<file path="src/rtl/cab_pkg.sv">
// shared types, codes and default sizes for the cache bank
package cab_pkg;

    // default sizes
    localparam int CAB_WAYS        = 4;
    localparam int CAB_SETS        = 64;
    localparam int CAB_MSHR_DEPTH  = 16;
    localparam int CAB_ADDR_BITS   = 32;
    localparam int CAB_OFFSET_BITS = 6;
    localparam int CAB_BANK_W      = 2;

    // most results released by one fill
    localparam int CAB_MAX_RESULTS = 16;
    localparam int AGE_W           = 8;

    // request opcodes
    localparam logic [1:0] OP_READ  = 2'd0;
    localparam logic [1:0] OP_WRITE = 2'd1;
    localparam logic [1:0] OP_FILL  = 2'd2;

    // result kinds
    localparam logic [1:0] KIND_RESP    = 2'd0;
    localparam logic [1:0] KIND_FILLREQ = 2'd1;
    localparam logic [1:0] KIND_MEMWR   = 2'd2;
    localparam logic [1:0] KIND_STALL   = 2'd3;

    // configuration register indexes
    localparam logic [1:0] CFG_WRITE_THROUGH  = 2'd0;
    localparam logic [1:0] CFG_WRITE_RESPONSE = 2'd1;
    localparam logic [1:0] CFG_BANK_INDEX     = 2'd2;

    typedef enum logic [2:0] {
        ST_CLEAR,
        ST_IDLE,
        ST_REQ,
        ST_EMIT,
        ST_FMARK,
        ST_FWRITE,
        ST_SCAN
    } state_t;

    // one result item
    typedef struct packed {
        logic [1:0]  kind;
        logic [31:0] addr;
        logic [3:0]  entry;
        logic [15:0] rtag;
        logic [3:0]  port;
        logic [3:0]  core;
    } res_t;

    // commands to the miss holding registers
    typedef struct packed {
        logic alloc;
        logic mark;
        logic release_en;
    } mshr_ctrl_t;

endpackage

</file>
<file path="src/rtl/cab_mshr.sv">
// miss holding registers with parallel line match and replay marks
module cab_mshr
    import cab_pkg::*;
#(
    parameter int DEPTH = 16,
    parameter int TAG_W = 18,
    parameter int SET_W = 6,
    parameter int WAY_W = 2
) (
    input  logic                                  clk,
    input  logic                                  rst_n,
    input  mshr_ctrl_t                            ctrl,
    input  logic [TAG_W-1:0]                      lookup_tag,
    input  logic [SET_W-1:0]                      lookup_set,
    input  logic [WAY_W-1:0]                      alloc_way,
    input  logic [15:0]                           alloc_rtag,
    input  logic [3:0]                            alloc_port,
    input  logic [3:0]                            alloc_core,
    input  logic                                  alloc_write,
    input  logic [(DEPTH > 1 ? $clog2(DEPTH) : 1)-1:0] release_idx,
    input  logic [(DEPTH > 1 ? $clog2(DEPTH) : 1)-1:0] rd_idx,
    output logic [DEPTH-1:0]                      valid,
    output logic [DEPTH-1:0]                      match,
    output logic [DEPTH-1:0]                      replay,
    output logic                                  full,
    output logic                                  any_write,
    output logic [(DEPTH > 1 ? $clog2(DEPTH) : 1)-1:0] free_idx,
    output logic [TAG_W-1:0]                      rd_tag,
    output logic [SET_W-1:0]                      rd_set,
    output logic [WAY_W-1:0]                      rd_way,
    output logic [15:0]                           rd_rtag,
    output logic [3:0]                            rd_port,
    output logic [3:0]                            rd_core
);
    localparam int IDX_W = (DEPTH > 1) ? $clog2(DEPTH) : 1;

    logic [DEPTH-1:0] valid_reg;
    logic [DEPTH-1:0] valid_next;
    logic [DEPTH-1:0] replay_reg;
    logic [DEPTH-1:0] replay_next;
    logic [TAG_W-1:0] tag_reg  [DEPTH];
    logic [SET_W-1:0] set_reg  [DEPTH];
    logic [WAY_W-1:0] way_reg  [DEPTH];
    logic [15:0]      rtag_reg [DEPTH];
    logic [3:0]       port_reg [DEPTH];
    logic [3:0]       core_reg [DEPTH];
    logic [DEPTH-1:0] write_reg;

    // line match and lowest free entry
    always_comb
    begin
        free_idx = '0;
        for (int i = DEPTH - 1; i >= 0; i--)
        begin
            match[i] = valid_reg[i] && (tag_reg[i] == lookup_tag) && (set_reg[i] == lookup_set);
            if (!valid_reg[i])
            begin
                free_idx = IDX_W'(i);
            end
        end
    end

    assign valid     = valid_reg;
    assign replay    = replay_reg;
    assign full      = &valid_reg;
    assign any_write = |(match & write_reg);

    // entry read
    assign rd_tag  = tag_reg[rd_idx];
    assign rd_set  = set_reg[rd_idx];
    assign rd_way  = way_reg[rd_idx];
    assign rd_rtag = rtag_reg[rd_idx];
    assign rd_port = port_reg[rd_idx];
    assign rd_core = core_reg[rd_idx];

    // valid and replay updates
    always_comb
    begin
        valid_next  = valid_reg;
        replay_next = replay_reg;
        if (ctrl.mark)
        begin
            replay_next = replay_reg | match;
        end
        if (ctrl.alloc)
        begin
            valid_next[free_idx]  = 1'b1;
            replay_next[free_idx] = 1'b0;
        end
        if (ctrl.release_en)
        begin
            valid_next[release_idx]  = 1'b0;
            replay_next[release_idx] = 1'b0;
        end
    end

    always_ff @(posedge clk or negedge rst_n)
    begin
        if (!rst_n)
        begin
            valid_reg  <= '0;
            replay_reg <= '0;
        end
        else
        begin
            valid_reg  <= valid_next;
            replay_reg <= replay_next;
        end
    end

    // entry payload
    always_ff @(posedge clk)
    begin
        if (ctrl.alloc)
        begin
            tag_reg[free_idx]   <= lookup_tag;
            set_reg[free_idx]   <= lookup_set;
            way_reg[free_idx]   <= alloc_way;
            rtag_reg[free_idx]  <= alloc_rtag;
            port_reg[free_idx]  <= alloc_port;
            core_reg[free_idx]  <= alloc_core;
            write_reg[free_idx] <= alloc_write;
        end
    end

    // allocation only into a free entry
    a_alloc_free: assert property (@(posedge clk) disable iff (!rst_n)
        ctrl.alloc |-> !full)
        else $error("mshr allocation while full");

    // a released entry was live
    a_release_valid: assert property (@(posedge clk) disable iff (!rst_n)
        ctrl.release_en |-> valid_reg[release_idx] && replay_reg[release_idx])
        else $error("mshr release of idle entry");

    // a marked entry becomes a replay
    a_mark: assert property (@(posedge clk) disable iff (!rst_n)
        ctrl.mark && !ctrl.release_en |=> ((replay_reg & $past(match)) == $past(match)))
        else $error("mshr mark lost");
endmodule

</file>
<file path="config.mk">
export PLATFORM = sky130hd
export DESIGN_NAME = cab_mshr
export DESIGN_NICKNAME = d
export VERILOG_FILES = /design/src/rtl/cab_pkg.sv /design/src/rtl/cab_mshr.sv
export SDC_FILE = /design/constraint.sdc
export NUM_CORES = 1
export LEC_CHECK = 0
export BUFFER_PORTS_ARGS = -buffer_cell sky130_fd_sc_hd__buf_2
export CAP_MARGIN = 20
export CORE_MARGIN = 5
export CORE_UTILIZATION = 55
export CTS_CLUSTER_DIAMETER = 80
export DETAILED_ROUTE_END_ITERATION = 6
export MAX_ROUTING_LAYER = met4
export PLACE_DENSITY = 0.82
export SYNTH_ARGS = -nofsm -noshare
export SYNTH_HDL_FRONTEND = slang
export SYNTH_SLANG_ARGS = --single-unit
</file>
<file path="constraint.sdc">
create_clock -name clk -period 10.64 [get_ports clk]
set_input_delay 2.128 -clock clk [delete_from_list [all_inputs] [get_ports clk]]
set_output_delay 2.128 -clock clk [all_outputs]
set_load 0.02 [all_outputs]
</file>
==> results of run 1 <==
cell usage after synthesis (all sizes together):
master / n
a2111o: 2
a211o: 3
a211oi: 6
a21boi: 1
a21oi: 19
a2bb2oi: 3
a311oi: 1
a31oi: 9
and2: 8
and3: 8
buf: 72
clkbuf: 38
dfrtp: 32
edfxtp: 816
inv: 11
mux4: 250
nand2: 27
nand2b: 5
nand3: 22
nand4: 90
nor2: 33
nor2b: 6
nor3: 31
nor3b: 5
nor4: 16
o21a: 6
o21ai: 5
o21bai: 1
o22a: 4
o31ai: 3
or2: 1
or4: 5
xnor2: 359
xor2: 25
how the worst max path moves through the flow:
stage,end,startpoint
after floorplan,valid[5]$_DFF_PN0_,ctrl[2]
after detailed placement,rd_set[0],rd_idx[0]
after CTS,rd_set[0],rd_idx[0]
after global placement,rd_rtag[14],rd_idx[0]
final,any_write,lookup_set[5]
after global routing,rd_set[0],rd_idx[0]
power breakdown:
part	internal (W)	switching, W	total, W
logic	0.000428	0.000913	0.00134
registers	0.00405	0.000179	0.00422
clock network	0.00170	0.00128	0.00297
total	0.00617	0.00237	0.00854
worst register-to-register path: stages (launching register included):
cell and delay (ns):
dfrtp_1 0.54, nand2_1 0.09, a31oi_1 0.37, o21ai_0 0.15, nand2_1 0.40, inv_1 0.27, a211o_1 0.45, nor2_4 0.67
buf_4 0.77
per-layer routing:
metal  up-vias  part of all wire [%]  track usage [%]  wire (um)
met5         -                     0                -          0
li1       8103                     -                -          -
met4         0                   4.8            12.61       5286
met2      1664                    47            45.82      51250
met3       210                    12            6.374      12760
met1     10880                    37            42.36      40230
cell families after synthesis:
family | count (synthesis) | share of synthesized area, %
DFF | 848 | 68.52
AOI/OAI and AO/OA | 63 | 1.182
buffers and inverters | 121 | 2.046
muxes | 250 | 15.25
and+or+nand+nor | 257 | 3.903
xor gates and xnor gates | 384 | 9.107
per-stage QoR:
step	hold WS (ns)	utilization, %
6_report	0.5692	61.68
3_3_place_gp	0.5318	57.55
5_1_grt	0.6182	61.68
2_1_floorplan	0.6462	-
3_5_place_dp	0.5405	57.55
4_1_cts	0.5573	61.64
final cells by class:
type	count	area, um2	area share, %
multi-input cells	954	10980	26.59
flip-flops and latches	848	25300	61.31
well taps	873	1092	2.646
inverters	11	41.29	0.1000
repair buffers	197	1097	2.659
diodes	10	25.02	0.06063
clock inverters	47	489.2	1.185
clock buffers	109	2248	5.447
==> results.sh, run 1 <==
export IMPL_status="complete, no violations"
export IMPL_cts_resized=0
export IMPL_hold_viol_final=0
export IMPL_relSlewSlack_pct=26.23
export IMPL_yosysTopAreaCell="edfxtp_1"
export IMPL_start_util_pct=55.19
export IMPL_r2r_start="valid[14]$_DFF_PN0_"
export IMPL_die_area_um2=72430
export IMPL_dr_pass1_iters=7
export IMPL_netlist_area_um2=36930
export IMPL_fp_dieH_um=269.1
export IMPL_n_fill_cell=4553
export IMPL_cp_buffers_inverters=2
export IMPL_slowest_delay_ns=0.83
export IMPL_worst_clock_skew_ns=0.02551
export IMPL_ir_worst_vdd_mv=0.1234
export IMPL_grt_pass1_vias=20530
export IMPL_clk_latency_ns=0.64
export IMPL_crit_required_ns=8.51
export IMPL_crit_chain="buf_2 > xnor2_1 > nand4_1 > nor4_1 > nand4_1 > nand4_1 > or4_1 > buf_2"
export IMPL_tns_ns=0
export IMPL_hold_end="replay[10]$_DFF_PN0_"
export IMPL_setup_slack_ns=3.553
export IMPL_synth_cell_type_count=43
export IMPL_cts_buffer_depth=3
export IMPL_place_gp_congestion=1.088
export IMPL_wl_um=109500
export IMPL_r2r_end="rtag_reg[9][8]$_DFFE_PP_"
export IMPL_ys_warn_count=0
export IMPL_syn_avg_cell_area_um2=19.21
export IMPL_syn_nets=1987
export IMPL_drc_errors=0
export IMPL_hold_start="replay[10]$_DFF_PN0_"
export IMPL_grt_antenna_before_repair=10
export IMPL_period_share_pct=66.60
export IMPL_layout_cells_non_filler=3049
export IMPL_num_io_pins=168
export IMPL_cts_setup_buffers=0
export IMPL_critPathArrivalTime_ns=4.96
export IMPL_die_x_um=269.1
export IMPL_ctsHoldBuffers=0
export IMPL_crit_fanout=32
export IMPL_crit_cells=8
export IMPL_grt_pass1_wl_um=155100
export IMPL_grt_total_usage_pct=30.75
export IMPL_coreArea_um2=66920
export IMPL_cts_tree="yes"
export IMPL_cts_root_buffer="clkbuf_16"
export IMPL_wl_per_cell_um=35.92
export IMPL_clock_sinks=848
export IMPL_drt_iter0_markers=3541
export IMPL_worstSetupPathType="in -> out"
export IMPL_cp_top_family="simple AND/OR/NAND/NOR gates"
export IMPL_place_area_um2=38510
export IMPL_dp_slack_ns=3.526
export IMPL_final_common_cell="edfxtp_1"
export IMPL_dpl_cell_count=2883
export IMPL_worstHoldPathType="reg -> reg"
export IMPL_final_area_um2=41270
export IMPL_critical_path_slowest_cell="xnor2_1"
export IMPL_largest_reg_flops=288
export IMPL_synth_top_area_share_pct=66.35
export IMPL_holdPathStages=2
export IMPL_max_freq_mhz=141.1
export IMPL_portBuffers=167
export IMPL_rsz0062_at_grt="false"
export IMPL_syn_to_final_growth_pct=11.76
export IMPL_antenna_left=0
export IMPL_reg2reg_depth=8
export IMPL_power_w=0.008538
export IMPL_place_hpwl_um=68490
export IMPL_seq_area_frac_synth_pct=68.52
export IMPL_vias=20850
export IMPL_critPathCaptureType="output port"
export IMPL_finalCriticalPeriod_ns=7.087
export IMPL_grt_ovfl_total=0
export IMPL_synthCells=1923
export IMPL_start_kind="primary input"
export IMPL_layout_nets=2161
export IMPL_leakage_nw=13.00
export IMPL_worstMarginPinSlew_ns=1.104
export IMPL_r2r_slack_ns=6.51
export IMPL_cts_made_buffers=85
export IMPL_synth_seq_cells=848
export IMPL_yosys_top_cells_area="edfxtp_1 66%, mux4_2 15%, xnor2_1 8.5%"
export IMPL_drv_cap=0
export IMPL_powerDensity_nw_per_um2=206.9
export IMPL_drv_slew=0
export IMPL_clkTransAtPathRegs_ns=0.06
export IMPL_setup_violations=0
export IMPL_grt_max_degree=97
export IMPL_drive_gt1_share_pct=27.01
export IMPL_htree_levels=3
export IMPL_crit_top_cell="nand4_1"
export IMPL_rows=95
export IMPL_vias_per_cell=6.839
export IMPL_layout_common_cells="816 x edfxtp_1, 359 x xnor2_1, 250 x mux4_2"
Note: power is estimated with default switching activity, not from simulation.
==> inputs of run 2 (changes only) <==
Settings changed: PLACE_DENSITY 0.82 to 0.85.
Clock period 10.64 ns to 5.7 ns, I/O delays scaled along.
==> run 2 against run 1 <==
Count of clock-buffer cells in the layout is 14 lower. Global-route usage is 1.5 points higher. Critical path depth is 1 higher. Clock power is 95% higher. Via count is 0.40% higher. Sequential power is 87% higher. Worst hold slack worse by 0.018 ns. Largest cell class unchanged. Largest power group unchanged.
==> results.sh, run 2 (synthesis gave the netlist of run 1 again) <==
export IMPL_r2r_start="valid[15]$_DFF_PN0_"
export IMPL_dr_pass1_iters=5
export IMPL_max_freq_mhz=202.7
export IMPL_crit_required_ns=4.56
export IMPL_ir_worst_vdd_mv=0.3224
export IMPL_leakage_nw=13.27
export IMPL_crit_cells=9
export IMPL_grt_antenna_before_repair=7
export IMPL_layout_common_cells="816 x edfxtp_1, 359 x xnor2_1, 250 x mux4_2"
export IMPL_cp_endpoint="any_write"
export IMPL_critPathArrivalTime_ns=3.79
export IMPL_n_fill_cell=4538
export IMPL_rsz0062_at_grt="false"
export IMPL_worstSetupPathType="in -> out"
export IMPL_powerDensity_nw_per_um2=389.4
export IMPL_rows=95
export IMPL_critPathLaunch="lookup_tag[17]"
export IMPL_htree_levels=3
export IMPL_cts_made_buffers=85
export IMPL_layout_nets=2190
export IMPL_status="complete, no violations"
export IMPL_tns_ns=0
export IMPL_worstMarginPinSlew_ns=1.143
export IMPL_vias_per_cell=6.813
export IMPL_worst_clock_skew_ns=0.01819
export IMPL_largest_reg_flops=288
export IMPL_portBuffers=167
export IMPL_cts_setup_buffers=0
export IMPL_grt_max_degree=73
export IMPL_hold_viol_final=0
export IMPL_cts_resized=0
export IMPL_slowest_delay_ns=0.59
export IMPL_grt_ovfl_total=0
export IMPL_num_io_pins=168
export IMPL_setup_violations=0
export IMPL_relSlewSlack_pct=23.81
export IMPL_fp_dieH_um=269.1
export IMPL_grt_pass1_vias=20850
export IMPL_critPathCaptureType="output port"
export IMPL_drt_iter0_markers=3110
export IMPL_crit_top_cell="buf_2"
export IMPL_reg2reg_depth=8
export IMPL_antenna_left=0
export IMPL_final_common_cell="edfxtp_1"
export IMPL_start_util_pct=55.19
export IMPL_cp_buffers_inverters=3
export IMPL_clkTransAtPathRegs_ns=0.06
export IMPL_period_share_pct=86.57
export IMPL_place_gp_congestion=1.108
export IMPL_place_hpwl_um=74110
export IMPL_cts_tree="yes"
export IMPL_worstHoldPathType="in -> async"
export IMPL_finalCriticalPeriod_ns=4.934
export IMPL_r2r_end="rtag_reg[0][4]$_DFFE_PP_"
export IMPL_critical_path_slowest_cell="or4_1"
export IMPL_clk_latency_ns=0.65
export IMPL_r2r_slack_ns=1.99
export IMPL_coreArea_um2=66920
export IMPL_die_area_um2=72430
export IMPL_drive_gt1_share_pct=28.62
export IMPL_drc_errors=0
export IMPL_drv_slew=0
export IMPL_final_core_util_pct=62.46
export IMPL_wl_per_cell_um=37.37
export IMPL_start_kind="primary input"
export IMPL_clock_sinks=848
export IMPL_cts_root_buffer="clkbuf_16"
export IMPL_cts_buffer_depth=3
export IMPL_die_x_um=269.1
export IMPL_cp_top_family="simple AND/OR/NAND/NOR gates"
export IMPL_ctsHoldBuffers=0
export IMPL_crit_fanout=17
export IMPL_grt_pass1_wl_um=161300
export IMPL_crit_chain="buf_2 > buf_4 > xor2_1 > nor4_1 > nand4_1 > nor3b_1 > a2111o_1 > or4_1 > buf_2"
export IMPL_grt_total_usage_pct=32.28
export IMPL_vias=20940
export IMPL_wl_um=114800
export IMPL_drv_cap=0
export IMPL_syn_to_final_growth_pct=13.18
[run 2: cell count changes in the layout (fill, tap and decap cells not counted)]
cell / previous run / this run
clkbuf_1: 22 / 8
diode_2: 10 / 6
clkinv_1: 20 / 19
clkinvlp_4: 2 / 5
buf_12: 1 / 16
clkinv_8: 2 / 3
buf_4: 31 / 45
bufinv_16: 8 / 12
inv_6: 3 / 2
clkinv_2: 10 / 16
inv_4: 0 / 1
[run 2: per-stage QoR]
stage	hold slack, ns	std cells	setup WS (ns)	power, W	cell area, um2
after floorplan	0.6462	1923	0.1678	0.009328	36940
after global placement	0.5444	2911	0.8875	0.01046	38900
after detailed placement	0.5531	2912	0.8409	0.01053	38920
after CTS	0.5564	3067	0.8212	0.01628	41790
after global routing	0.5994	3073	0.7239	0.01668	41800
final	0.5508	3073	0.7656	0.01628	41800
[run 2: layout make-up]
cell class                 count  area (um2)  share of cell area [%]
timing repair buffer         226        1503                   3.595
antenna                        6       15.01                 0.03592
clock inverter                60       671.9                   1.607
tap                          873        1092                   2.613
multi-input combinational    954       10980                   26.26
clock buffer                  95        2196                   5.253
inverter                      11       41.29                 0.09878
sequential                   848       25300                   60.54
[run 2: power by group]
| group | internal [W] | leakage (nW) | switching, W |
|---|---|---|---|
| Combinational | 0.000838 | 4.08 | 0.00174 |
| Sequential | 0.00755 | 7.79 | 0.000354 |
| Clock | 0.00334 | 1.39 | 0.00246 |
[run 2: how the worst min path moves through the flow]
stage	from	end	slack, ns	cells after the start
finish	rst_n	valid[9]$_DFF_PN0_	0.55	1
floorplan	valid[9]$_DFF_PN0_	valid[9]$_DFF_PN0_	0.65	2
detailed placement	replay[10]$_DFF_PN0_	replay[10]$_DFF_PN0_	0.55	2
global route	replay[10]$_DFF_PN0_	replay[10]$_DFF_PN0_	0.60	2
CTS	rst_n	valid[1]$_DFF_PN0_	0.56	1
global placement	replay[5]$_DFF_PN0_	replay[5]$_DFF_PN0_	0.54	2
[run 2: worst reg2reg max path, cell delays in order, from the launching register on]
cell and delay, ns:
dfrtp_1 0.59, nor2b_1 0.09, o21ai_0 0.23, a21boi_0 0.18, o21ai_2 0.56, a31oi_1 0.17
buf_4 0.24, nor2_4 0.79, buf_4 0.50
[run 2: per-layer routing]
| metal | GRT usage [%] | vias to the layer above | part of all wire, % |
|---|---|---|---|
| met5 | - | - | 0 |
| met4 | 14.36 | 0 | 5.4 |
| met3 | 7.495 | 272 | 11 |
| met2 | 49.66 | 1630 | 48 |
| met1 | 41.90 | 10890 | 36 |
| li1 | - | 8143 | - |
