==> config.mk <==
export PLATFORM = sky130hd
export DESIGN_NAME = cab_ram
export DESIGN_NICKNAME = d
export VERILOG_FILES = /design/src/rtl/cab_ram.sv
export SDC_FILE = /design/constraint.sdc
export NUM_CORES = 1
export LEC_CHECK = 0
export ABC_AREA = 1
export ABC_CLOCK_PERIOD_IN_PS = 1250
export BUFFER_PORTS_ARGS = -buffer_cell sky130_fd_sc_hd__buf_2
export CORE_MARGIN = 5
export CORE_UTILIZATION = 29
export CTS_CLUSTER_DIAMETER = 80
export DETAILED_ROUTE_END_ITERATION = 6
export SKIP_CTS_REPAIR_TIMING = 1
export SYNTH_ARGS = -nofsm -noshare
export SYNTH_HDL_FRONTEND = slang
export SYNTH_SLANG_ARGS = --single-unit
==> constraint.sdc <==
create_clock -name clk -period 1.25 [get_ports clk]
set_input_delay 0 -clock clk [delete_from_list [all_inputs] [get_ports clk]]
set_output_delay 0 -clock clk [all_outputs]
set_load 0.005 [all_outputs]
==> src/rtl/cab_ram.sv <==
// generic single-port-write ram with registered read
module cab_ram #(
    parameter int WIDTH = 8,
    parameter int DEPTH = 16
) (
    input  logic                                  clk,
    input  logic                                  we,
    input  logic [(DEPTH > 1 ? $clog2(DEPTH) : 1)-1:0] waddr,
    input  logic [WIDTH-1:0]                      wdata,
    input  logic [(DEPTH > 1 ? $clog2(DEPTH) : 1)-1:0] raddr,
    output logic [WIDTH-1:0]                      rdata
);
    logic [WIDTH-1:0] mem [DEPTH];

    // write port
    always_ff @(posedge clk)
    begin
        if (we)
        begin
            mem[waddr] <= wdata;
        end
    end

    // registered read port
    always_ff @(posedge clk)
    begin
        rdata <= mem[raddr];
    end
endmodule

==> summary.txt, run 1 <==
Hold Crit Depth: 1
Die extent in x: 151 um
Final WL: 13.7 mm
# rows: 51
Yosys cell types: 12
Initial core utilization: 0.295
I/O Buffers: 25
Area after DPL: 6340 um2
Worst setup EP type: flop
Register area share after synthesis: 0.694
First-pass GRT wire length: 21.7 mm
Starting DRT DRC Count: 353
ANT nets after route: 0
DP HPWL: 8.84 mm
WP data arrival: 1.32 ns
Status: finished with violations
Violated checks: negative hold slack
Die Span Y: 151 um
Met3 global-route usage: 0.0293
Synth Area in Simple Gates: 0.210
Routability Congestion: 0.788
Number of remaining DRC errors: 0
Post-synthesis mux area share: 0
Post-synthesis net count: 569
Full die area: 22800 um2
Commonest non-fill, non-tap cell in the layout: nand2_1
Vias per inst: 4.37
Per-cell routed wire length: 15.5 um
GR peak layer: met2
Yosys reg bits: 136
CTS tree: done
R2R depth: 6
CTS max path bufs: 2
Crit start category: flop
Layout cells sized above 1: 0.140
Post-Synth XOR/XNOR Area: 0
Maximum clock rate: 975 MHz
WP data required: 1.54 ns
Largest family of logic cells by synthesized area: simple AND/OR/NAND/NOR gates
GR Overflow Total: 0
Post-synthesis compound-gate area fraction: 0
Reg-to-reg critical path endpoint: rdata[5]
Placed instance count: 848
Hold path start: wdata[2]
Largest net degree at the start of global routing: 40
H-tree depth: 4
Min Hold Slack: -0.000229 ns
Max-slew violation count: 0
Most frequent cells in the layout: 173 x nand2_1, 128 x edfxtp_1, 100 x inv_1
Cells after synthesis: 551
Reg2Reg Setup Slack: 0.22 ns
Worst Tran Pin Value: 0.413 ns
Skew-Pair Late Insertion Delay: 0.42 ns
Core box area: 19500 um2
Initial antenna violation count: 0
Clock transition at the registers of the reported paths: 0.06 ns
Fill cells: 1986
Setup violators final: 0
Final std cells w/o fill: 881
Max Fanout on Critical Path: 1
GRT Overall Usage: 0.131
I/O Pins: 26
CTS Root Cell: clkbuf_16
Cell Area, Synth: 5770 um2
RSZ-0062 raised after global routing: false
Slew HR: 0.725
Number of clock buffers inserted by TritonCTS: 17
Tmin final: 1.03 ns
GR Util met1: 0.176
Post-Synth Adder-Cell Area: 0
Final hold violation count: 1
Synth warnings: 0
Static Leak: 2.96 nW
Critical setup path kind: reg2reg
TritonCTS Sinks: 136
Layout area overhead: 19.9%
Final Net Count: 621
Skew final: 0.00592 ns
Max-cap viol count: 0
Min-Delay Path Class: in2reg
Grt met2 use: 0.207
Reg2Reg Launch Point: mem[7][5]
Pwr/cell area: 1520 nW/um2
Setup TNS Final: 0 ns
Period utilization: 0.821
Antenna Cells: 0
Syn Area/Cell: 10.5 um2
Post-route cell area: 6910 um2
Vias in the first global route: 3903
Drt first pass iters: 5
Via count: 3852
Max IR drop VDD: 1.04 mV
Hold Crit Endpoint: mem[5][2]
worst max path at each step:
| stage | from | endpoint | cells after the start |
|---|---|---|---|
| floorplan | waddr[2] | mem[10][0] | 2 |
| global placement | raddr[0] | rdata[6] | 8 |
| detailed placement | raddr[0] | rdata[6] | 8 |
| CTS | mem[15][6] | rdata[6] | 6 |
| global route | mem[4][5] | rdata[5] | 6 |
| finish | mem[7][5] | rdata[5] | 6 |
synth_stat cells:
cell      number  area share
nand2_1      173        0.11
edfxtp_1     128        0.67
inv_2          2      0.0013
buf_2         13       0.011
buf_4          4      0.0052
nand3_1       97       0.084
nand3b_1       2      0.0026
buf_1          1     0.00065
inv_1        100       0.065
buf_6          6       0.012
nor2_1        17       0.011
dfxtp_1        8       0.028
cell families (layout without fill, tap and decap cells):
group | after synthesis | count (layout)
buffers and inverters | 126 | 191
AND/OR/NAND/NOR | 289 | 289
flip-flops | 136 | 136
layout make-up:
| class | instances | area [um2] | share of cell area |
|---|---|---|---|
| Sequential cell | 136 | 4000 | 0.579 |
| Multi-Input combinational cell | 289 | 1210 | 0.176 |
| Clock buffer | 18 | 429 | 0.0621 |
| Timing Repair Buffer | 57 | 418 | 0.0605 |
| Inverter | 102 | 383 | 0.0554 |
| Tap cell | 265 | 332 | 0.0480 |
| Clock inverter | 14 | 134 | 0.0194 |
state kept, by name, summed over array words and instances (netlist names):
name   count
mem      128
rdata      8
critical path, stage by stage (launching register included):
cell and delay, ns:
edfxtp_1 0.36, inv_1 0.07, nand2_1 0.05, nand3_1 0.07, nand3_1 0.10, nand3_1 0.16
nand2_1 0.10
power breakdown:
group	internal [mW]	switching, mW
registers	5.10	0.0392
logic	0.214	0.443
clock network	2.90	1.81
total	8.21	2.29
through the flow:
stage / power, mW / util / setup slack [ns] / hold slack, ns
after detailed placement: 5.90 / 0.325 / 0.128 / 0.401
final: 10.5 / 0.354 / 0.224 / -0.000229
after global placement: 5.89 / 0.325 / 0.128 / 0.397
after floorplan: 5.58 / - / 0.299 / 0.0989
after CTS: 10.6 / 0.354 / 0.216 / -0.00961
after global routing: 10.9 / 0.354 / 0.135 / 0.00557
routing by layer:
metal / vias up / routed length (um)
met1: 1832 / 6040
met4: 0 / 290
met3: 26 / 767
met2: 114 / 6560
li1: 1880 / -
met5: - / 0
No activity file was read; power rests on OpenSTA's default activity.
==> run 2: changes to the inputs <==
--- a/config.mk
+++ b/config.mk
@@ -5,8 +5,8 @@
 export SDC_FILE = /design/constraint.sdc
 export NUM_CORES = 1
 export LEC_CHECK = 0
-export ABC_AREA = 1
-export ABC_CLOCK_PERIOD_IN_PS = 1250
+export ABC_AREA = 0
+export ABC_CLOCK_PERIOD_IN_PS = 850
 export BUFFER_PORTS_ARGS = -buffer_cell sky130_fd_sc_hd__buf_2
 export CORE_MARGIN = 5
 export CORE_UTILIZATION = 29
==> constraint.sdc (replaced) <==
create_clock -name clk -period 0.85 [get_ports clk]
set_input_delay 0 -clock clk [delete_from_list [all_inputs] [get_ports clk]]
set_output_delay 0 -clock clk [all_outputs]
set_load 0.005 [all_outputs]
==> run 2 against run 1 <==
Compared with the run above: worst setup slack lost 0.68 ns; combinational power grew 41%; largest power group unchanged; highest routed layer unchanged; design area shrank 2.2%; area after synthesis shrank 11%; the run ends with negative setup slack left.
==> summary.txt, run 2 <==
Status: finished with violations (unchanged)
Violated checks: negative setup slack (was negative hold slack)
Via count: 2482 (was 3852)
Max IR drop VDD: 1.12 mV (was 1.04 mV)
Slowest cell on crit path: mux4_2 (was edfxtp_1)
WP data required: 1.13 ns (was 1.54 ns)
Die Span Y: 143 um (was 151 um)
CP delay by family, top: multiplexers (was simple AND/OR/NAND/NOR gates)
Yosys reg bits: 136 (unchanged)
Most frequent cells after synthesis: 128 x edfxtp_1, 18 x mux4_2, 16 x a22oi_1 (was 173 x nand2_1, 128 x edfxtp_1, 100 x inv_1)
ANT nets after route: 0 (unchanged)
Register area share after synthesis: 0.778 (was 0.694)
Final WL: 10.4 mm (was 13.7 mm)
Drt first pass iters: 4 (was 5)
WP data arrival: 1.59 ns (was 1.32 ns)
Post-route cell area: 6760 um2 (was 6910 um2)
Fill cells: 1531 (was 1986)
Final hold violation count: 0 (was 1)
Maximum clock rate: 768 MHz (was 975 MHz)
Worst Tran Pin Value: 0.946 ns (was 0.413 ns)
Critical Path Max Stage Delay: 0.47 ns (was 0.36 ns)
RSZ-0062 raised after global routing: true (was false)
Vias per inst: 4.57 (was 4.37)
Critical path cell sequence: mux4_2 > a22oi_1 > nand2_1 (was inv_1 > nand2_1 > nand3_1 > nand3_1 > nand3_1 > nand2_1)
Largest family of logic cells by synthesized area: multiplexers (was simple AND/OR/NAND/NOR gates)
CTS max path bufs: 2 (unchanged)
Number of flip-flops under the largest register name: 128 (unchanged)
Top cell type's share of synthesized area: 0.747 (was 0.667)
Post-synthesis net count: 247 (was 569)
Post-Synth Adder-Cell Area: 0 (unchanged)
Per-cell routed wire length: 19.2 um (was 15.5 um)
Buf/Inv on CP: 0 (was 1)
Clock transition at the registers of the reported paths: 0.06 ns (about the same)
Post-synthesis compound-gate area fraction: 0.0233 (was 0)
Setup violators final: 9 (was 0)
Worst setup EP type: flop (unchanged)
Min-Delay Path Class: in2reg (unchanged)
Period utilization: 1.53 (was 0.821)
EDFF count, synth: 128 (unchanged)
Full die area: 20500 um2 (was 22800 um2)
Area after DPL: 6060 um2 (was 6340 um2)
Most frequent cells in the layout: 128 x edfxtp_1, 32 x mux4_2, 22 x buf_2 (was 173 x nand2_1, 128 x edfxtp_1, 100 x inv_1)
DP HPWL: 6.98 mm (was 8.84 mm)
Top cells by area, synth: edfxtp_1 75%, mux4_2 7.9%, mux4_1 7.1%, dfxtp_1 3.1%, a22oi_1 2.3% (was edfxtp_1 67%, nand2_1 11%, nand3_1 8.4%, inv_1 6.5%, dfxtp_1 2.8%)
GR Overflow Total: 0 (unchanged)
Routability Congestion: 0.708 (was 0.788)
Post-Synth XOR/XNOR Area: 0 (unchanged)
Crit start category: flop (unchanged)
Layout cells sized above 1: 0.469 (was 0.140)
Initial core utilization: 0.297 (was 0.295)
Static Leak: 2.20 nW (was 2.96 nW)
Max-cap viol count: 0 (unchanged)
# rows: 48 (was 51)
Count leader, synth: edfxtp_1 (was nand2_1)
Slew HR: 0.368 (was 0.725)
Synth warnings: 0 (unchanged)
CTS Root Cell: clkbuf_16 (unchanged)
Tmin final: 1.30 ns (was 1.03 ns)
Max Fanout on Critical Path: 1 (unchanged)
Top flop regs: mem: 128 flops, rdata: 8 flops (unchanged)
Syn Area/Cell: 22.5 um2 (was 10.5 um2)
CTS tree: done (unchanged)
Vias in the first global route: 2665 (was 3903)
Largest net degree at the start of global routing: 17 (was 40)
TritonCTS Sinks: 136 (unchanged)
Number of remaining DRC errors: 0 (unchanged)
Max-slew violation count: 0 (unchanged)
Synth area leader: edfxtp_1 (unchanged)
Top FF cell, synth: edfxtp_1 (unchanged)
Placed instance count: 503 (was 848)
First-pass GRT wire length: 16.3 mm (was 21.7 mm)
Die extent in x: 143 um (was 151 um)
H-tree depth: 4 (unchanged)
Dpl ws: -0.654 ns (was 0.128 ns)
I/O Buffers: 25 (unchanged)
Post-route setup slack: -0.452 ns (was 0.224 ns)
Critical setup path kind: reg2reg (unchanged)
Number of clock buffers inserted by TritonCTS: 17 (unchanged)
Cells after synthesis: 229 (was 551)
Pwr/cell area: 2270 nW/um2 (was 1520 nW/um2)
Final std cells w/o fill: 543 (was 881)
GRT Overall Usage: 0.111 (was 0.131)
Overall Power: 15.3 mW (was 10.5 mW)
Post-synthesis mux area share: 0.150 (was 0)
Core box area: 17400 um2 (was 19500 um2)
Initial antenna violation count: 0 (unchanged)
Cell Area, Synth: 5150 um2 (was 5770 um2)
Synth Area in Simple Gates: 0.0318 (was 0.210)
Yosys cell types: 19 (was 12)
Antenna Cells: 0 (unchanged)
Async set-or-reset flop fraction in the synthesized netlist: 0 (unchanged)
I/O Pins: 26 (unchanged)
Layout area overhead: 31.3% (was 19.9%)
Starting DRT DRC Count: 220 (was 353)
Final Net Count: 323 (was 621)
Commonest non-fill, non-tap cell in the layout: edfxtp_1 (was nand2_1)
Skew-Pair Late Insertion Delay: 0.41 ns (was 0.42 ns)
Largest Register: mem (unchanged)
Skew final: 0.00537 ns (was 0.00592 ns)
==> run 2: cell count changes after synthesis, sizes merged, moves of 2 or more <==
cell           before  now
nand2b              0    2
mux4                0   32
inv               102    0
a22oi               0   16
nor2               17   13
nor3                0    4
clkdlybuf4s25       0    3
buf                24    7
nand2             173    9
nand3              97    1
==> run 2: area by class of cell <==
cell class,count,area [um2],share of cell area
flip-flops and latches,136,4010,0.593
multi-input cells,83,1170,0.173
clock inverters,15,136,0.0202
clock buffers,17,425,0.0629
repair buffers,67,742,0.110
well taps,225,282,0.0416
==> run 2: worst reg2reg max path, delay by kind of cell (launching register included) <==
family / cells / cell delay, ns
mux: 1 / 0.47
flops: 1 / 0.38
compound gates: 1 / 0.23
simple gates: 1 / 0.09
==> run 2: through the flow <==
step	util	TNS [ns]	hold WS [ns]
after CTS	0.382	-3.97	-0.0275
after global routing	0.389	-3.80	0.210
after global placement	0.349	-40.36	0.388
after detailed placement	0.349	-41.91	0.390
final	0.389	-3.24	0.200
after floorplan	-	-14.26	0.0989
==> run 2: path summary, 6_finish.rpt <==
kind	cells after the start	start	end	slack, ns
max	3	mem[11][1]	rdata[1]	-0.45
min	4	waddr[3]	mem[0][1]	0.20
max reg2reg	3	mem[11][1]	rdata[1]	-0.45
min reg2reg	3	mem[15][6]	rdata[6]	0.68
==> run 2: per-layer routing <==
metal / global-route usage / part of all wire / up-vias / wire length (um)
met1: 0.146 / 0.43 / 1285 / 4450
met5: 0 / 0 / - / 0
met4: 0.0387 / 0.014 / 0 / 145
met2: 0.172 / 0.49 / 76 / 5150
li1: - / - / 1108 / -
met3: 0.0378 / 0.063 / 13 / 661
==> run 2: cells by family (layout without fill, tap and decap cells) <==
group           count (synthesis)  in the layout
simple gates                   35             35
buf+inv                        10             99
compound gates                 16             16
flops                         136            136
mux                            32             32
==> run 2: power breakdown <==
part / switching, mW / leakage, nW / internal, mW
registers: 0.0475 / 1.22 / 7.50
logic: 0.466 / 0.712 / 0.460
clock network: 2.59 / 0.269 / 4.25
total: 3.10 / 2.20 / 12.2
==> run 3: changes to the inputs <==
--- a/config.mk
+++ b/config.mk
@@ -8,11 +8,13 @@
 export ABC_AREA = 0
 export ABC_CLOCK_PERIOD_IN_PS = 850
 export BUFFER_PORTS_ARGS = -buffer_cell sky130_fd_sc_hd__buf_2
+export CELL_PAD_IN_SITES_DETAIL_PLACEMENT = 0
+export CELL_PAD_IN_SITES_GLOBAL_PLACEMENT = 1
 export CORE_MARGIN = 5
 export CORE_UTILIZATION = 29
 export CTS_CLUSTER_DIAMETER = 80
 export DETAILED_ROUTE_END_ITERATION = 6
-export SKIP_CTS_REPAIR_TIMING = 1
+export PLACE_DENSITY_LB_ADDON = 0.1
 export SYNTH_ARGS = -nofsm -noshare
 export SYNTH_HDL_FRONTEND = slang
 export SYNTH_SLANG_ARGS = --single-unit
==> run 3 against run 2 <==
Compared with the run above: global-route usage rose by 0.75 points; hold slack lost 0.0092 ns; largest cell class unchanged; via count grew 1.7%; sequential cell count is the same; design area increased by 3.7%; largest power group is now the clock network; register-to-register slack better by 0.03 ns; the run still ends with negative setup slack left; sequential share of layout area decreased by 2.1 points; highest routed layer unchanged; critical path type unchanged.
==> summary.txt, run 3 (synthesis results as in run 2) <==
Reg2Reg Launch Point: mem[10][3] (was mem[11][1])
Skew final: 0.00558 ns (was 0.00537 ns)
Most frequent cells in the layout: 128 x edfxtp_1, 32 x mux4_2, 27 x buf_4 (was 128 x edfxtp_1, 32 x mux4_2, 22 x buf_2)
Met3 WL: 334 um (was 661 um)
CTS Root Cell: clkbuf_16 (unchanged)
Pwr/cell area: 2380 nW/um2 (was 2270 nW/um2)
I/O Pins: 26 (unchanged)
Max-cap viol count: 0 (unchanged)
Crit. Startpoint: mem[10][3] (was mem[11][1])
Core box area: 17400 um2 (unchanged)
RSZ-0062 raised after global routing: true (unchanged)
Antenna Cells: 0 (unchanged)
Max Fanout on Critical Path: 1 (unchanged)
Slowest cell on crit path: mux4_2 (unchanged)
Starting DRT DRC Count: 151 (was 220)
Slew HR: 0.376 (was 0.368)
WP data required: 1.14 ns (was 1.13 ns)
Crit start category: flop (unchanged)
DP HPWL: 7.59 mm (was 6.98 mm)
Layout Utilization: 0.404 (was 0.389)
Initial antenna violation count: 0 (unchanged)
Max IR drop VDD: 1.32 mV (was 1.12 mV)
Post-route setup slack: -0.419 ns (was -0.452 ns)
Top flop regs: mem: 128 flops, rdata: 8 flops (unchanged)
ANT nets after route: 0 (unchanged)
Final hold violation count: 0 (unchanged)
Reg2Reg Setup Slack: -0.42 ns (was -0.45 ns)
Number of flip-flops under the largest register name: 128 (unchanged)
Hold path start: raddr[2] (was waddr[3])
Top Layer Used: met4 (unchanged)
Placed instance count: 518 (was 503)
CTS tree: done (unchanged)
Final std cells w/o fill: 558 (was 543)
H-tree depth: 4 (unchanged)
Drt first pass iters: 7 (was 4)
Min-Delay Path Class: in2reg (unchanged)
Vias in the first global route: 2783 (was 2665)
# rows: 48 (unchanged)
Worst setup EP type: flop (unchanged)
Violated checks: negative setup slack (unchanged)
CTS max path bufs: 2 (unchanged)
Critical Path Max Stage Delay: 0.47 ns (about the same)
M1 wire length: 4.90 mm (was 4.45 mm)
WP data arrival: 1.56 ns (was 1.59 ns)
GR Overflow Total: 0 (unchanged)
Number of remaining DRC errors: 0 (unchanged)
Largest Register: mem (unchanged)
Maximum clock rate: 788 MHz (was 768 MHz)
Critical path cell sequence: mux4_2 > a22oi_2 > nand2_1 (was mux4_2 > a22oi_1 > nand2_1)
Fill cells: 1529 (was 1531)
Tmin final: 1.27 ns (was 1.30 ns)
Routability Congestion: 0.670 (was 0.708)
I/O Buffers: 25 (unchanged)
Via count: 2525 (was 2482)
Initial core utilization: 0.297 (unchanged)
Period utilization: 1.49 (was 1.53)
Final WL: 11.0 mm (was 10.4 mm)
Static Leak: 2.34 nW (was 2.20 nW)
Die extent in x: 143 um (unchanged)
TritonCTS Sinks: 136 (unchanged)
Number of clock buffers inserted by TritonCTS: 17 (unchanged)
Worst Tran Pin Value: 0.934 ns (was 0.946 ns)
Largest net degree at the start of global routing: 17 (unchanged)
Layout area overhead: 36.2% (was 31.3%)
CP delay by family, top: multiplexers (unchanged)
Vias per inst: 4.53 (was 4.57)
Skew-Pair Late Insertion Delay: 0.41 ns (about the same)
Buf/Inv on CP: 0 (unchanged)
Max-slew violation count: 0 (unchanged)
First-pass GRT wire length: 16.9 mm (was 16.3 mm)
Final Net Count: 338 (was 323)
Critical setup path kind: reg2reg (unchanged)
Commonest non-fill, non-tap cell in the layout: edfxtp_1 (unchanged)
Per-cell routed wire length: 19.8 um (was 19.2 um)
Full die area: 20500 um2 (unchanged)
Die Span Y: 143 um (unchanged)
Layout cells sized above 1: 0.505 (was 0.469)
Status: finished with violations (unchanged)
GRT Overall Usage: 0.118 (was 0.111)
Setup violators final: 12 (was 9)
Clock transition at the registers of the reported paths: 0.06 ns (about the same)
Met2 routed WL: 5.61 mm (was 5.15 mm)
Post-CTS setup buffers: 0
[run 3: layer usage]
| metal | vias to the layer above | track usage |
|---|---|---|
| li1 | 1142 | - |
| met1 | 1331 | 0.149 |
| met2 | 40 | 0.192 |
| met3 | 12 | 0.0375 |
| met4 | 0 | 0.0461 |
| met5 | - | 0 |
[run 3: layout make-up]
cell class | count | area [um2] | area share
repair buffers | 82 | 880 | 0.125
multi-input cells | 83 | 1180 | 0.169
clock inverters | 14 | 228 | 0.0325
flip-flops and latches | 136 | 4010 | 0.572
well taps | 225 | 282 | 0.0401
clock buffers | 18 | 429 | 0.0612
[run 3: path summary, 6_finish.rpt]
kind | end | depth (start not counted)
hold / removal | rdata[3] | 5
hold reg to reg | rdata[1] | 3
setup / recovery | rdata[3] | 3
setup reg to reg | rdata[3] | 3
[run 3: worst reg2reg max path, cell delays in order, from the launching register on]
cell and delay (ns):
edfxtp_1 0.36, mux4_2 0.47, a22oi_2 0.23, nand2_1 0.08
[run 3: power by group]
group          internal [mW]  switching [mW]  total [mW]
clock                   5.47            2.64        8.11
combinational          0.532           0.490        1.02
sequential              7.51          0.0594        7.57
[run 3: per-stage QoR]
| stage | total power [mW] | area [um2] | setup TNS (ns) | hold WS, ns | worst slack [ns] |
|---|---|---|---|---|---|
| 2_1_floorplan | 8.10 | 5220 | -14.26 | 0.0989 | -0.277 |
| 3_3_place_gp | 8.65 | 6190 | -39.71 | 0.383 | -0.605 |
| 3_5_place_dp | 8.65 | 6190 | -40.32 | 0.386 | -0.604 |
| 4_1_cts | 16.9 | 7010 | -3.38 | 0.166 | -0.439 |
| 5_1_grt | 17.3 | 7010 | -3.76 | 0.183 | -0.480 |
| 6_report | 16.7 | 7010 | -3.08 | 0.191 | -0.419 |
[run 3: timing repair]
item | 4_1_cts | 5_1_grt
pin swaps | 1 | 4
resized for setup | 21 | 0
hold endpoints to repair | 128 | 0
hold buffers | 8 | 0
setup endpoints to repair | 15 | 16
